--- config.mk ---
export PLATFORM = sky130hd
export DESIGN_NAME = btpm_out_reg
export DESIGN_NICKNAME = d
export VERILOG_FILES = /design/src/design/binary_trie_prefix_match_assert.svh /design/src/design/btpm_pkg.sv /design/src/design/btpm_out_reg.sv
export SDC_FILE = /design/constraint.sdc
export NUM_CORES = 1
export LEC_CHECK = 0
export BUFFER_PORTS_ARGS = -buffer_cell sky130_fd_sc_hd__buf_2
export CORE_UTILIZATION = 35
export CTS_CLUSTER_DIAMETER = 150
export DETAILED_ROUTE_END_ITERATION = 8
export PLACE_DENSITY = 0.68
export SLEW_MARGIN = 20
export SYNTH_ARGS = -nofsm -noshare
export SYNTH_HDL_FRONTEND = slang
export SYNTH_SLANG_ARGS = --single-unit
--- constraint.sdc ---
create_clock -name clk -period 1.58 [get_ports clk]
set_input_delay 0 -clock clk [delete_from_list [all_inputs] [get_ports clk]]
set_output_delay 0 -clock clk [all_outputs]
set_load 0.05 [all_outputs]
--- src/design/binary_trie_prefix_match_assert.svh ---
// Assertion macros shared by the trie engine.
// Each macro expects a clock named clk and a synchronous reset named rst
// in the scope where it is used.
`ifndef BINARY_TRIE_PREFIX_MATCH_ASSERT_SVH
`define BINARY_TRIE_PREFIX_MATCH_ASSERT_SVH

// Consequent must hold in the same cycle as the antecedent.
`define BTPM_ASSERT_IMP(lbl, ante, cons, msg) \
  lbl: assert property (@(posedge clk) disable iff (rst) (ante) |-> (cons)) \
    else $error(msg);

// Consequent must hold in the cycle after the antecedent.
`define BTPM_ASSERT_NXT(lbl, ante, cons, msg) \
  lbl: assert property (@(posedge clk) disable iff (rst) (ante) |=> (cons)) \
    else $error(msg);

`endif

--- src/design/btpm_pkg.sv ---
`timescale 1ns / 1ps

package btpm_pkg;

  // Default sizing of the engine.
  localparam int NODES_DEF      = 4096;
  localparam int PORT_WIDTH_DEF = 16;
  localparam int ADDR_BITS_DEF  = 32;

  // Fixed widths of the beat fields.
  localparam int IP_W       = 32;
  localparam int LEN_W      = 6;
  localparam int PORT_IN_W  = 16;
  localparam int PORT_OUT_W = 16;
  localparam int STATUS_W   = 2;

  // Operation codes.
  localparam logic OP_LOOKUP = 1'b0;
  localparam logic OP_INSERT = 1'b1;

  typedef enum logic [STATUS_W-1:0] {
    ST_OK   = 2'd0,
    ST_DUP  = 2'd1,
    ST_FULL = 2'd2
  } status_t;

  typedef enum logic [1:0] {
    S_IDLE,
    S_WALK,
    S_ALLOC,
    S_DONE
  } state_t;

  typedef struct packed {
    logic                  found;
    logic [PORT_OUT_W-1:0] port_out;
    status_t               status;
  } result_t;

endpackage

--- src/design/btpm_out_reg.sv ---
`timescale 1ns / 1ps

// Result register that holds one beat for the downstream receiver.
module btpm_out_reg import btpm_pkg::*; (
  input  logic    clk,
  input  logic    rst,
  input  logic    load_valid,
  output logic    load_ready,
  input  result_t load_res,
  output logic    out_valid,
  input  logic    out_stall,
  output result_t out_res
);

  assign load_ready = !out_valid || !out_stall;

  always_ff @(posedge clk) begin
    if (rst) begin
      out_valid <= 1'b0;
    end else if (load_valid && load_ready) begin
      out_valid <= 1'b1;
    end else if (!out_stall) begin
      out_valid <= 1'b0;
    end
  end

  always_ff @(posedge clk) begin
    if (load_valid && load_ready) begin
      out_res <= load_res;
    end
  end

endmodule

Yosys cells after proc, flatten, opt, wreduce, memory -nomap -nowiden
Index checks and enable logic that the tools add are counted.

cells by class
  equal/unequal tests = 1
  multiplexer cells = 2
  reduce and logical (&&, ||, !) cells = 4

operator list
  kind                                           number
  logical NOT 1 bit                              2
  two-way mux 1 bit                              2
  != test 2 x 1 -> 1 bit, second input constant  1
  logical AND 1 bit                              1
  logical OR 1 bit                               1

storage, ports and cells
  register bits after elaboration = 20
  bits of input ports = 23
  output and inout port bits = 21

Longest topological paths before layout
  depth after elaboration = 4
  depth in mapped cells = 2
  depth with buffers taken out = 2

Least setup slack after synthesis
No wires, ideal clock.

  path kind = flip-flop to flip-flop
  start point = reg out_valid
  end point = reg out_res[0] in the netlist's numbering, enable pin
  library setup time = 0.334 ns
  arrival = 1.581 ns
  required time = 1.246 ns
  slack = -0.335 ns
  cell stages (with the launch flop) = 3
  buffers on the path = 0
  path through = dfxtp_1 -> nand2_1 -> and2_1

on the way
  word-level cells in the longest chain between the ends = 3

ends and longest elaborated chain
  item                      line                source
  start: declaration        btpm_out_reg.sv:10  output logic out_valid,
  start signal: assignment  btpm_out_reg.sv:19  out_valid <= 1'b0;
  start signal: assignment  btpm_out_reg.sv:21  out_valid <= 1'b1;
  start signal: assignment  btpm_out_reg.sv:23  out_valid <= 1'b0;
  logical NOT 1 bit         btpm_out_reg.sv:15  assign load_ready = !out_valid || !out_stall;
  logical OR 1 bit          btpm_out_reg.sv:15
  named net load_ready      btpm_out_reg.sv:8   output logic load_ready,
  logical AND 1 bit         btpm_out_reg.sv:28  if (load_valid && load_ready) begin
  end signal: assignment    btpm_out_reg.sv:29  out_res <= load_res;
  end: declaration          btpm_out_reg.sv:12  output result_t out_res

The timed path passes the listed nets, and every way through them passes these cells.
A chain may end at the register's enable or synchronous reset.

Final worst setup path
  start point = reg out_valid
  end point = reg out_valid

on the way
  word-level cells in the longest chain between the ends = 4
  elaborated cells between the ends (all ways) = 5

ends and longest elaborated chain
  item                                                                   line                source
  logical NOT 1 bit *                                                    btpm_out_reg.sv:15
  logical OR 1 bit *                                                     btpm_out_reg.sv:15
  logical AND 1 bit *                                                    btpm_out_reg.sv:20  end else if (load_valid && load_ready) begin
  != test 2 x 1 -> 1 bit (no line) or two-way mux 1 bit (tied branches)  --

Mark *: on every way between the ends. The rest lies on a longest branch, timed or not.

==> flow_metrics.py <==
metrics = {
    "die": {
        "row_count": 14,
        "initial_utilization_pct": 39.1,
        "fp.coreArea_um2": 1560,
        "die_w_um": 43.7,
        "die-area_um2": 1910,
        "ioPinCount": 44,
        "die_height_um": 43.7,
    },
    "logic_synthesis": {
        "synth_edf_count": 19,
        "ys_warn_count": 0,
        "ys_seq_area_share_pct": 96.9,
        "ys_dominant_reg_cell": "edfxtp_1",
        "netlist_area_um2": 609,
        "synth_nets": 47,
        "ys_types": 6,
        "ys_ff_latch": 20,
        "synth_async_sr_flop_share_pct": 0,
        "synth_most_common_cell": "edfxtp_1",
        "synth.avg_cell_area_um2": 25.4,
        "synthTopCellsByArea": "edfxtp_1, dfxtp_1, and2_1, a21oi_1, nand2_1",
        "synth_top_area_cell": "edfxtp_1",
        "synthCells": 24,
        "yosysTopAreaCellShare_pct": 93.6,
    },
    "timing": {
        "slew_viol_final": 0,
        "min_period_ns": 1.18,
        "tns_ns": 0,
        "tightest_slew_ns": 0.414,
        "setup_viol": 0,
        "hold_viol_final": 0,
        "rsz0062_at_grt": "no",
        "period_share_pct": 74.9,
        "timing.slew.headroom_pct": 72.4,
        "clock_skew_ns": 0.00285,
        "fmax_mhz": 845,
    },
    "detailed_routing": {
        "drtIter0Drc": 10,
        "routed_wl_um": 1320,
        "vias": 457,
        "ant_nets": 0,
        "vias_per_cell": 4.23,
        "detail_route.wl_per_cell_um": 12.2,
        "first_pass_iters": 5,
        "drc": 4,
    },
    "final_layout": {
        "final_area_um2": 1100,
        "multi_input_area_um2": 22.5,
        "area_growth_pct": 79.9,
        "fill_cells": 106,
        "layout-drive-gt1-share_pct": 54.3,
        "diodes": 0,
        "nets": 116,
        "regArea_um2": 592,
    },
    "flow_run": {
        "cap_violations": 0,
    },
    "worst_setup_path": {
        "startpoint_type": "register",
        "path_class": "register to register",
        "cp-end-kind": "register",
        "reg2reg_slack_ns": 0.40,
        "crit_chain": "a21oi_1, nor2_1, dlygate4sd3_1",
        "cp-startpoint": "out_valid$_SDFFE_PP0P_",
        "timing.rr.start": "out_valid$_SDFFE_PP0P_",
        "slowest_delay_ns": 0.54,
        "arrival_ns": 1.37,
        "crit_fanout": 3,
        "required_ns": 1.77,
        "critPathSlowestCell": "dlygate4sd3_1",
    },
    "cts": {
        "clkLatencyLatePin_ns": 0.29,
        "post-cts-setup-buffers": 0,
        "clkSinkCount": 20,
        "clk_pin_slew_ns": 0.11,
        "clockBufferDepth": 2,
        "cts-root-buf": "clkbuf_4",
        "cts_buffers": 3,
        "ctsHtreeMaxLevel": 1,
        "tritoncts": "done",
    },
    "place": {
        "portBuffers": 43,
        "place_congestion": 0.615,
        "place_area_um2": 850,
    },
    "power": {
        "peakVddDrop_v": 0.000697,
        "p_per_area_nw_per_um2": 1030,
        "leakage_uw": 0.000479,
    },
    "grt": {
        "grt_pass1_wl_um": 1700,
        "antenna_found_initial": 0,
        "track_usage_pct": 13.5,
        "grt_pass1_vias": 414,
        "overflow": 0,
        "grt_max_degree": 20,
    },
    "worst_hold_path": {
        "hold_class": "input port to register",
        "hp-start": "load_valid",
    },
    "run_status": {
        "violations": "DRC",
        "status": "complete, but fails checks",
    },
}
==> power breakdown <==
group          leakage, uW  switching (uW)  internal, uW  total [uW]
clock network    0.0000210             145           140         285
registers         0.000192            7.72           616         624
logic             0.000266             146          75.4         221
total             0.000479             299           832        1130
==> worst max-delay path, delay by kind of cell (launching register included) <==
family,cells,cell delay [ns]
buffers and inverters,1,0.54
DFF,1,0.35
AOI/OAI and AO/OA,1,0.15
and+or+nand+nor,1,0.05
==> sequential cells by signal (all words and copies together) (netlist names) <==
register and flops:
out_res 19, out_valid 1
==> final timing paths <==
| path | to | cells after the start |
|---|---|---|
| max reg2reg | out_valid$_SDFFE_PP0P_ | 3 |
| min | out_res[10]$_DFFE_PP_ | 2 |
| max | out_valid$_SDFFE_PP0P_ | 3 |
| min reg2reg | out_res[10]$_DFFE_PP_ | 2 |
==> cells in the final DEF, fill, tap and decap left out, drive strengths merged <==
cell	synthesis	routed
buf	0	43
dlygate4sd3	0	21
edfxtp	19	19
clkbuf	0	4
nand2	1	1
and2	1	1
a21oi	1	1
nor2	1	1
dfxtp	1	1
==> per-stage QoR <==
step	instances	util [%]	hold WS, ns	total power (uW)	setup WS, ns
2_1_floorplan	24	-	0.0650	761	0.168
3_3_place_gp	83	54.5	0.152	815	0.467
3_5_place_dp	83	54.5	0.153	818	0.433
4_1_cts	108	70.3	0.328	1140	0.386
5_1_grt	108	70.3	0.345	1170	0.354
6_report	108	70.3	0.330	1130	0.397
==> kinds of logic after synthesis <==
kind of cell    Yosys count  synth area share, %
compound gates            1                0.821
flops                    20                 96.9
simple gates              3                 2.26
==> cell type report <==
cell class,count,share of cell area (%)
repair buffers,64,38.8
clock buffers,4,3.31
multi-input cells,4,2.05
well taps,16,1.83
flip-flops and latches,20,54.0
==> routing by layer <==
metal / wire, um / track usage [%] / vias to the layer above
li1: - / - / 227
met1: 415 / 11.7 / 206
met2: 804 / 27.2 / 24
met3: 96 / 2.92 / 0
met4: 0 / 7.50 / 0
met5: 0 / 0 / -
==> repair_timing <==
action / in CTS / in global routing
hold buffers: 21 / 0
resized for setup: 0 / 0
hold endpoints to repair: 20 / 0
Power figures use the tool's default switching activity.
